File: config.mk
export PLATFORM = sky130hd
export DESIGN_NAME = pretrigger_threshold_capture
export DESIGN_NICKNAME = d
export VERILOG_FILES = /design/src/hw/rtl/ptc_pkg.sv /design/src/hw/rtl/pretrigger_threshold_capture.sv /design/src/hw/rtl/ptc_store.sv
export SDC_FILE = /design/constraint.sdc
export NUM_CORES = 2
export LEC_CHECK = 0
export ABC_AREA = 0
export ABC_CLOCK_PERIOD_IN_PS = 5000
export BUFFER_PORTS_ARGS = -buffer_cell sky130_fd_sc_hd__buf_2
export CAP_MARGIN = 20
export CORE_MARGIN = 5
export CORE_UTILIZATION = 40
export CTS_CLUSTER_DIAMETER = 60
export DETAILED_ROUTE_END_ITERATION = 6
export GPL_ROUTABILITY_DRIVEN = 0
export PLACE_DENSITY = 0.56
export SLEW_MARGIN = 10
export SYNTH_ARGS = -nofsm -noshare
export SYNTH_HDL_FRONTEND = slang
export SYNTH_SLANG_ARGS = --single-unit
File: constraint.sdc
create_clock -name clk -period 5 [get_ports clk]
set_input_delay 0.25 -clock clk [delete_from_list [all_inputs] [get_ports clk]]
set_output_delay 0.25 -clock clk [all_outputs]
set_load 0.02 [all_outputs]
File: src/hw/rtl/ptc_pkg.sv
// ptc_pkg: shared types and constants for the pretrigger threshold capture block.
// Used by ptc_store and pretrigger_threshold_capture; depends on nothing.
`default_nettype none

package ptc_pkg;

  localparam int DEPTH      = 128;
  localparam int ADDR_W     = $clog2(DEPTH);
  localparam int POS_W      = $clog2(DEPTH + 1);
  localparam int SAMPLE_W   = 12;
  localparam int THRESH_W   = 12;
  localparam int PRE_LEN_W  = 8;
  localparam int FUNC_W     = 2;
  localparam int IN_DATA_W  = 24;
  localparam int OUT_DATA_W = 24;
  localparam int CFG_ADDR_W = 1;
  localparam int CFG_DATA_W = 12;

  localparam logic [THRESH_W-1:0]  THRESH_RESET  = 12'd2048;
  localparam logic [PRE_LEN_W-1:0] PRE_LEN_RESET = 8'd50;

  typedef enum logic [FUNC_W-1:0] {
    FUNC_SAMPLE = 2'd0,
    FUNC_READ   = 2'd1,
    FUNC_REARM  = 2'd2
  } func_t;

  typedef enum logic [CFG_ADDR_W-1:0] {
    REG_THRESHOLD = 1'b0,
    REG_PRE_LEN   = 1'b1
  } reg_idx_t;

  typedef struct packed {
    logic                wr_en;
    logic [ADDR_W-1:0]   wr_addr;
    logic [SAMPLE_W-1:0] wr_data;
    logic                rd_en;
    logic [ADDR_W-1:0]   rd_addr;
  } store_req_t;

endpackage

`default_nettype wire

File: src/hw/rtl/pretrigger_threshold_capture.sv
// pretrigger_threshold_capture: threshold-triggered sample capture with pretrigger ring.
// Depends on ptc_pkg and ptc_store.
//
//   channel  | signals                          | contents
//   s_*      | tvalid tready tdata tuser        | tuser func; tdata sample, read_index
//   m_*      | tvalid tready tdata              | read_data, status flags, ring_next
//   cfg_*    | we addr data                     | 0 threshold, 1 pretrigger_length
//
// One item per cycle sustained while m_tready stays high; each item's result passes
// through the store read port and stage 1, then the output register.
// Sample writes and reads share the single store; state updates in the accept cycle.
// rst is synchronous; the store itself is not cleared.
// m_tready low holds the output register and stage 1, then s_tready drops.
`default_nettype none

module pretrigger_threshold_capture
  import ptc_pkg::*;
(
  input  logic                  clk,
  input  logic                  rst,
  input  logic                  s_tvalid,
  output logic                  s_tready,
  input  logic [IN_DATA_W-1:0]  s_tdata,   // [11:0] sample, [18:12] read_index, rest zero
  input  logic [FUNC_W-1:0]     s_tuser,   // [1:0] func
  output logic                  m_tvalid,
  input  logic                  m_tready,
  output logic [OUT_DATA_W-1:0] m_tdata,   // [11:0] read_data, [12] is_triggered,
                                           // [13] is_done, [20:14] ring_next,
                                           // [21] ring_wrapped, rest zero
  input  logic                  cfg_we,
  input  logic [CFG_ADDR_W-1:0] cfg_addr,
  input  logic [CFG_DATA_W-1:0] cfg_data
);

  logic [THRESH_W-1:0]  threshold;
  logic [PRE_LEN_W-1:0] pre_len;

  logic                 skip_first, skip_first_next;
  logic [ADDR_W-1:0]    ring_pos, ring_pos_next;
  logic                 ring_full, ring_full_next;
  logic                 trig_flag, trig_flag_next;
  logic [POS_W-1:0]     post_pos, post_pos_next;
  logic                 done_flag, done_flag_next;

  logic                 s1_valid;
  logic                 s1_is_read;
  logic                 s1_trig;
  logic                 s1_done;
  logic [ADDR_W-1:0]    s1_ring_pos;
  logic                 s1_full;
  logic                 out_valid;
  logic [OUT_DATA_W-1:0] out_data;

  logic                 s_fire;
  logic                 s1_move;
  func_t                func;
  logic [SAMPLE_W-1:0]  sample;
  logic [ADDR_W-1:0]    read_index;
  logic [POS_W-1:0]     ring_len;
  logic [POS_W-1:0]     ring_last;
  store_req_t           req;
  logic [SAMPLE_W-1:0]  rd_data;

  assign func       = func_t'(s_tuser);
  assign sample     = s_tdata[SAMPLE_W-1:0];
  assign read_index = s_tdata[SAMPLE_W +: ADDR_W];

  assign s1_move  = s1_valid && (!out_valid || m_tready);
  assign s_tready = !s1_valid || s1_move;
  assign s_fire   = s_tvalid && s_tready;

  // effective ring length, clamped to 1..DEPTH
  always_comb begin
    if (pre_len == '0) begin
      ring_len = POS_W'(1);
    end else if (POS_W'(pre_len) > POS_W'(DEPTH)) begin
      ring_len = POS_W'(DEPTH);
    end else begin
      ring_len = POS_W'(pre_len);
    end
    ring_last = ring_len - POS_W'(1);
  end

  always_comb begin
    skip_first_next = skip_first;
    ring_pos_next   = ring_pos;
    ring_full_next  = ring_full;
    trig_flag_next  = trig_flag;
    post_pos_next   = post_pos;
    done_flag_next  = done_flag;
    req.wr_en       = 1'b0;
    req.wr_addr     = ring_pos;
    req.wr_data     = sample;
    req.rd_en       = 1'b0;
    req.rd_addr     = read_index;
    if (s_fire) begin
      case (func)
        FUNC_SAMPLE: begin
          if (skip_first) begin
            skip_first_next = 1'b0;
          end else if (!trig_flag) begin
            req.wr_en = 1'b1;
            if (POS_W'(ring_pos) >= ring_last) begin
              ring_pos_next  = '0;
              ring_full_next = 1'b1;
            end else begin
              ring_pos_next = ring_pos + ADDR_W'(1);
            end
            if (sample > threshold) begin
              trig_flag_next = 1'b1;
              post_pos_next  = ring_full_next ? ring_len : POS_W'(ring_pos_next);
            end
          end else if (post_pos < POS_W'(DEPTH)) begin
            req.wr_en     = 1'b1;
            req.wr_addr   = post_pos[ADDR_W-1:0];
            post_pos_next = post_pos + POS_W'(1);
          end else begin
            done_flag_next = 1'b1;
          end
        end
        FUNC_READ: begin
          req.rd_en = 1'b1;
        end
        FUNC_REARM: begin
          ring_pos_next  = '0;
          ring_full_next = 1'b0;
          trig_flag_next = 1'b0;
          post_pos_next  = '0;
          done_flag_next = 1'b0;
        end
        default: begin
        end
      endcase
    end
  end

  ptc_store u_store (
    .clk     (clk),
    .req     (req),
    .rd_data (rd_data)
  );

  always_ff @(posedge clk) begin
    if (rst) begin
      threshold <= THRESH_RESET;
      pre_len   <= PRE_LEN_RESET;
    end else if (cfg_we) begin
      case (reg_idx_t'(cfg_addr))
        REG_THRESHOLD: threshold <= cfg_data[THRESH_W-1:0];
        REG_PRE_LEN:   pre_len   <= cfg_data[PRE_LEN_W-1:0];
        default: begin
        end
      endcase
    end
  end

  always_ff @(posedge clk) begin
    if (rst) begin
      skip_first <= 1'b1;
      ring_pos   <= '0;
      ring_full  <= 1'b0;
      trig_flag  <= 1'b0;
      post_pos   <= '0;
      done_flag  <= 1'b0;
    end else begin
      skip_first <= skip_first_next;
      ring_pos   <= ring_pos_next;
      ring_full  <= ring_full_next;
      trig_flag  <= trig_flag_next;
      post_pos   <= post_pos_next;
      done_flag  <= done_flag_next;
    end
  end

  // stage 1: waits for the store read data
  always_ff @(posedge clk) begin
    if (rst) begin
      s1_valid <= 1'b0;
    end else if (s_tready) begin
      s1_valid <= s_fire;
    end
  end

  always_ff @(posedge clk) begin
    if (s_fire) begin
      s1_is_read  <= (func == FUNC_READ);
      s1_trig     <= trig_flag_next;
      s1_done     <= done_flag_next;
      s1_ring_pos <= ring_pos_next;
      s1_full     <= ring_full_next;
    end
  end

  always_ff @(posedge clk) begin
    if (rst) begin
      out_valid <= 1'b0;
    end else if (s1_move) begin
      out_valid <= 1'b1;
    end else if (m_tready) begin
      out_valid <= 1'b0;
    end
  end

  always_ff @(posedge clk) begin
    if (s1_move) begin
      out_data <= {(OUT_DATA_W - SAMPLE_W - ADDR_W - 3)'(0), s1_full, s1_ring_pos,
                   s1_done, s1_trig, s1_is_read ? rd_data : SAMPLE_W'(0)};
    end
  end

  assign m_tvalid = out_valid;
  assign m_tdata  = out_data;

`ifndef SYNTHESIS
  a_done_needs_trig: assert property (@(posedge clk) disable iff (rst)
    done_flag |-> trig_flag)
    else $error("done set without trigger");

  a_post_in_range: assert property (@(posedge clk) disable iff (rst)
    trig_flag |-> (post_pos <= POS_W'(DEPTH)))
    else $error("post-trigger position beyond store");

  a_rearm_clears: assert property (@(posedge clk) disable iff (rst)
    (s_fire && func == FUNC_REARM) |=> (!trig_flag && !done_flag && !ring_full))
    else $error("rearm did not clear capture state");

  a_no_write_on_read: assert property (@(posedge clk) disable iff (rst)
    !(req.wr_en && req.rd_en))
    else $error("store read and write in one cycle");
`endif

endmodule

`default_nettype wire

File: src/hw/rtl/ptc_store.sv
// ptc_store: sample store, one write and one registered read port per cycle.
// Depends on ptc_pkg for widths and the request struct.
`default_nettype none

module ptc_store
  import ptc_pkg::*;
(
  input  logic                clk,
  input  store_req_t          req,
  output logic [SAMPLE_W-1:0] rd_data
);

  logic [SAMPLE_W-1:0] mem [DEPTH];

  always_ff @(posedge clk) begin
    if (req.wr_en) begin
      mem[req.wr_addr] <= req.wr_data;
    end
    if (req.rd_en) begin
      rd_data <= mem[req.rd_addr];
    end
  end

endmodule

`default_nettype wire

After elaboration in Yosys (flattened, before gate mapping) --
Memories as Yosys holds them, arrays and structs flattened. A register that Yosys moved wholly into a read port is not among the register bits. Index checks and enable logic that the tools add are counted.
Cells by class: $add $sub $neg 3, $lt $le $gt $ge 4, equality and inequality tests 5, mux-type cells 44, bitwise logic cells 1, reductions and logical operators 14
Operators by type and width (count):
- $mux 8 | 11
- $mux 7 | 5
- $mux 1 | 23
- $pmux 8 s2 | 1
- $pmux 7 s2 | 1
- $gt 12x12->1 | 1
- $add 8x1->8 const B | 1
- $ge 7x8->1 | 1
- $gt 8x8->1 const B | 1
- $logic_not 8->1 | 1
- $lt 8x8->1 const B | 1
- $sub 8x1->8 const B | 1
- $add 7x1->7 const B | 1
- $ne 3x3->1 const B | 2
- $pmux 1 s2 | 3
- $reduce_and 2->1 | 3
- $reduce_and 5->1 | 1
- $reduce_bool 2->1 | 2
- $eq 2x1->1 const B | 1
- $eq 2x2->1 const B | 1
- $logic_and 1x1->1 | 2
- $logic_not 1->1 | 2
- $logic_not 2->1 | 1
- $logic_or 1x1->1 | 2
- other kinds (2) | 2
Storage, ports and cells: flip-flop bits (word level) 74, RAM bits 1536, input port bits 44, word-level logic and storage cells 89, memories 1
Memory list:
- u_store.mem | depth 128, width 12, read ports 1, clocked after Yosys merged registers in 1, wr ports 1, RTL line ptc_store.sv:13 | logic [SAMPLE_W-1:0] mem [DEPTH];

Longest topological paths before layout --
depth in word-level cells 15, gate-level depth with buffers 17, depth with buffers taken out 15

By module --
Synthesis repeated with hierarchy kept, for this count alone.
Second synthesis, totals: cells, all modules 2756, area, all modules 63036.7 µm²
Modules (own cells, without submodules):
- ptc_store | instances 1, cells an instance 2362, area an instance 59248.1 µm²
- pretrigger_threshold_capture | instances 1, cells an instance 394, area an instance 3788.6 µm²

Least setup slack after synthesis --
No wires, ideal clock.
path type register -> register, start register pre_len[3], end register ring_pos[4], setup time 66 ps, arrival 3509 ps, data required time 4934 ps, path slack 1425 ps, stages on the path, launching flop included 17, path through dfxtp_1 clkbuf_1 or4_1 nor3_1 o21ai_0 ha_1 nor3b_1 o21a_1 ha_1 a211oi_1 nor2_1 a211o_1 buf_2 or2_1 o31ai_1 a22o_1 nor2b_1
On the way: cells in the longest elaborated chain, start to end 10, elaborated cells between the ends (all ways) 11
Ends and longest elaborated chain:
- from (decl) | RTL line pretrigger_threshold_capture.sv:36 | logic [PRE_LEN_W-1:0] pre_len;
- from (signal assigned) | RTL line pretrigger_threshold_capture.sv:150 | REG_PRE_LEN: pre_len <= cfg_data[PRE_LEN_W-1:0];
- $gt 8x8->1 | RTL line pretrigger_threshold_capture.sv:76 | end else if (POS_W'(pre_len) > POS_W'(DEPTH)) begin
- $mux 8 | RTL line pretrigger_threshold_capture.sv:76
- $mux 8 * | RTL line pretrigger_threshold_capture.sv:74 | if (pre_len == '0) begin
- $sub 8x1->8 * | RTL line pretrigger_threshold_capture.sv:81 | ring_last = ring_len - POS_W'(1);
- $ge 7x8->1 * | RTL line pretrigger_threshold_capture.sv:103 | if (POS_W'(ring_pos) >= ring_last) begin
- $mux 7 * | RTL line pretrigger_threshold_capture.sv:103
- $mux 7 * | RTL line pretrigger_threshold_capture.sv:101 | end else if (!trig_flag) begin
- $mux 7 * | RTL line pretrigger_threshold_capture.sv:99 | if (skip_first) begin
- $pmux 7 s2 * | RTL line pretrigger_threshold_capture.sv:97 | case (func)
- $mux 7 * | RTL line pretrigger_threshold_capture.sv:96 | if (s_fire) begin
- net ring_pos_next[4] | RTL line pretrigger_threshold_capture.sv:39 | logic [ADDR_W-1:0] ring_pos, ring_pos_next;
- to (signal assigned) | RTL line pretrigger_threshold_capture.sv:167 | ring_pos <= ring_pos_next;
- to (decl) | RTL line pretrigger_threshold_capture.sv:39
Mark *: on every way through the listed nets, which the timed path passes. The rest lies on a longest branch. A chain may end at the register's enable or synchronous reset.

Worst setup path in the final report --
start register trig_flag, end memory u_store.mem[8][7], enable pin
On the way: cells in the longest elaborated chain, start to end 6, elaborated cells between the ends (all ways) 7
Ends and longest elaborated chain:
- from (decl) | RTL line pretrigger_threshold_capture.sv:41 | logic trig_flag, trig_flag_next;
- from (signal assigned) | RTL line pretrigger_threshold_capture.sv:169 | trig_flag <= trig_flag_next;
- $mux 1 | RTL line pretrigger_threshold_capture.sv:101
- $mux 8 * | RTL line pretrigger_threshold_capture.sv:99
- $mux 8 * | RTL line pretrigger_threshold_capture.sv:97
- $mux 8 * | RTL line pretrigger_threshold_capture.sv:96
- $mux 1 | RTL line ptc_store.sv:16 | if (req.wr_en) begin
- $mux 1 (not written as such) | RTL line ptc_store.sv:17 | mem[req.wr_addr] <= req.wr_data;
- to (decl) | RTL line ptc_store.sv:13
Mark *: on every way between the ends. The rest lies on a longest branch, timed or not.

==> results.txt <==
Power Density -> 392 mW/mm²
Critical Path RT -> 5.49 ns
GRT Util Overall -> 18.7%
Root Driver -> clkbuf_16
Hold violation total from the final report -> 0
Worst Max-Slew Pin Slew -> 1.15 ns
Rel. slew slack -> 23.3%
Pleak -> 23.6 nW
Reg-to-Reg End -> u_store.mem[8][7]
HP Class -> input port to flop
RSZ-0062 raised after global routing -> no
Starting Density -> 40.2%
Fillcell total -> 13025
Hold Path End -> u_store.mem[32][1]
Antenna-violating nets left -> 0
Status -> complete, no violations
Max Cap Viol -> 0
Die ar. -> 0.167 mm²
Synth async-reset ratio -> 0%
Fmax -> 223 MHz
Avg WL per Cell -> 28.2 µm
Startpoint types -> flop
WP data arrival -> 4.98 ns
Hold WS -> 0.0279 ns
Initial antenna violation count -> 9
Pin count of the biggest net entering global routing -> 89
Clock buffer depth -> 3
Total gr overflow -> 0
Worst R2R Path Depth -> 6
DR pass1 iterations -> 5
Flops & latches, synth -> 1622
Ratio of final minimum period to clock period -> 89.8%
TritonCTS clock tree -> yes
FF-to-FF setup slack -> 0.51 ns
Fin crit period -> 4.49 ns
Synth top area cells -> edfxtp_1, mux4_2, mux2i_1
Crit. End Element -> flop
Drt drc -> 0
R2r startpoint -> trig_flag
# H-tree levels -> 4
Via density -> 5.61
Die H -> 409 µm
Ys flop type -> edfxtp_1
Synth cell count leaders -> edfxtp_1, mux4_2, nor2_1
Max FO, Critical Path -> 26
Most numerous cell in the Yosys netlist -> edfxtp_1
Row count -> 146
WS Path Type -> flop to flop
TritonCTS Buffers -> 168
Die Width -> 409 µm
Final non-filler cell total -> 5576
Dpl cells -> 5215
Clk Latency, worst-skew pair -> 0.80 ns
Clock sinks -> 1622
I/O pin cnt -> 70
Vias in the first global route -> 32193
Setup_tns -> 0 ns
First-pass GRT wire length -> 227000 µm
Post-synthesis cell type count -> 59
Core area -> 0.158 mm²
Fin nets -> 3431
Routed wire length -> 157000 µm
Post-synth top area cell -> edfxtp_1
Final Max Tran Viols -> 0
Yosys warning count -> 0
Port Buf Inserts -> 62
Synth Cell Area -> 0.0636 mm²
Share of layout cells above drive strength 1 -> 27.3%
Number of synthesized flops with an enable pin -> 1581
Area delta synth->final -> 15.6%
Vias post-DR -> 31257
Mapped Cells -> 3039
CTS clk-pin slew, worst paths -> 0.06 ns
Seq/Total Area, Yosys -> 75.9%
DRT iter0 DRCs -> 3230
Synth Area per Inst -> 20.9 µm²
Post-DP HPWL -> 99300 µm
Peak VDD IR -> 339 µV
Hold path depth -> 1
Yosys top cell area share -> 74.6%
Gates resized, CTS repair -> 0
Final Setup Violations -> 0
Worst hold start -> s_tdata[1]
Clk_skew -> 0.0223 ns
## cell type report
| class | instances | area [µm²] | share of cell area (%) |
|---|---|---|---|
| Sequential cell | 1622 | 48300 | 65.7 |
| Tap cell | 2072 | 2590 | 3.53 |
| Antenna cell | 3 | 7.51 | 0.0102 |
| Clock buffer | 204 | 4600 | 6.26 |
| Inverter | 24 | 90.1 | 0.122 |
| Multi-Input combinational cell | 1230 | 14400 | 19.5 |
| Timing Repair Buffer | 319 | 2610 | 3.55 |
| Clock inverter | 102 | 990 | 1.35 |
## cell families (layout without fill, tap and decap cells)
| family | after synthesis | in the layout | share of synthesized area (%) |
|---|---|---|---|
| xor gates and xnor gates | 11 | 11 | 0.151 |
| muxes | 531 | 531 | 16.0 |
| other | 1 | 5 | 0.00589 |
| AOI/OAI and AO/OA | 240 | 240 | 2.97 |
| buffers and inverters | 188 | 649 | 1.57 |
| DFF | 1622 | 1622 | 75.9 |
| and+or+nand+nor | 424 | 424 | 3.00 |
| adders and majority gates | 22 | 22 | 0.433 |
## cell usage in the layout, fill, tap and decap left out, types with 48 or more instances in the layout
master,count
nor2_1,174
mux2i_1,122
mux4_2,384
a21oi_1,48
a221oi_1,55
edfxtp_1,1581
clkbuf_16,179
buf_4,203
nand2_1,137
dlygate4sd3_1,52
## registers in the layout, summed over array words and instances, names as in the netlist, 7 cells and up
name,cells
u_store.mem,1536
m_tdata,22
threshold,12
u_store.rd_data,12
post_pos,8
pre_len,8
ring_pos,7
s1_ring_pos,7
## worst max path at each step
stage | endpoint | slack, ns | startpoint
final | u_store.mem[8][7] | 0.51 | trig_flag
after global routing | u_store.mem[8][7] | 0.22 | trig_flag
after CTS | u_store.mem[8][10] | 0.58 | trig_flag
after detailed placement | u_store.mem[8][11] | 0.59 | trig_flag
after global placement | u_store.mem[8][11] | 0.31 | trig_flag
after floorplan | ring_pos[4] | 1.43 | pre_len[3]
## stage by stage
stage | utilization, % | setup WS (ns) | cell area [µm²] | total power [mW]
CTS | 46.5 | 0.581 | 73500 | 29.1
detailed placement | 42.6 | 0.594 | 67400 | 16.6
finish | 46.5 | 0.508 | 73500 | 28.8
global route | 46.5 | 0.216 | 73500 | 29.8
floorplan | - | 1.43 | 63600 | 16.0
global placement | 42.6 | 0.312 | 67400 | 16.6
## timing repair
action | in CTS | in global routing
buffers inserted | 0 | 0
hold buffers | 52 | 0
endpoints found under the hold margin | 250 | 0
## layer usage
metal / track usage, % / share of wire, % / vias to the layer above
li1: - / - / 13311
met1: 25.9 / 42 / 16550
met2: 30.2 / 49 / 1196
met3: 4.16 / 7.3 / 200
met4: 5.23 / 2.5 / 0
met5: 0 / 0 / -
## critical path, stage by stage (launching register included)
cell,delay (ns)
dfxtp_1,0.83
nor2b_1,0.38
nand4_1,0.76
o31ai_1,0.96
nand2_1,0.53
nor2_1,0.44
buf_4,0.27
## power breakdown
group          internal [mW]  switching [mW]
clock                   7.39            5.13
sequential              14.9          0.0197
combinational          0.496           0.872
Note: power is estimated with default switching activity, not from simulation.
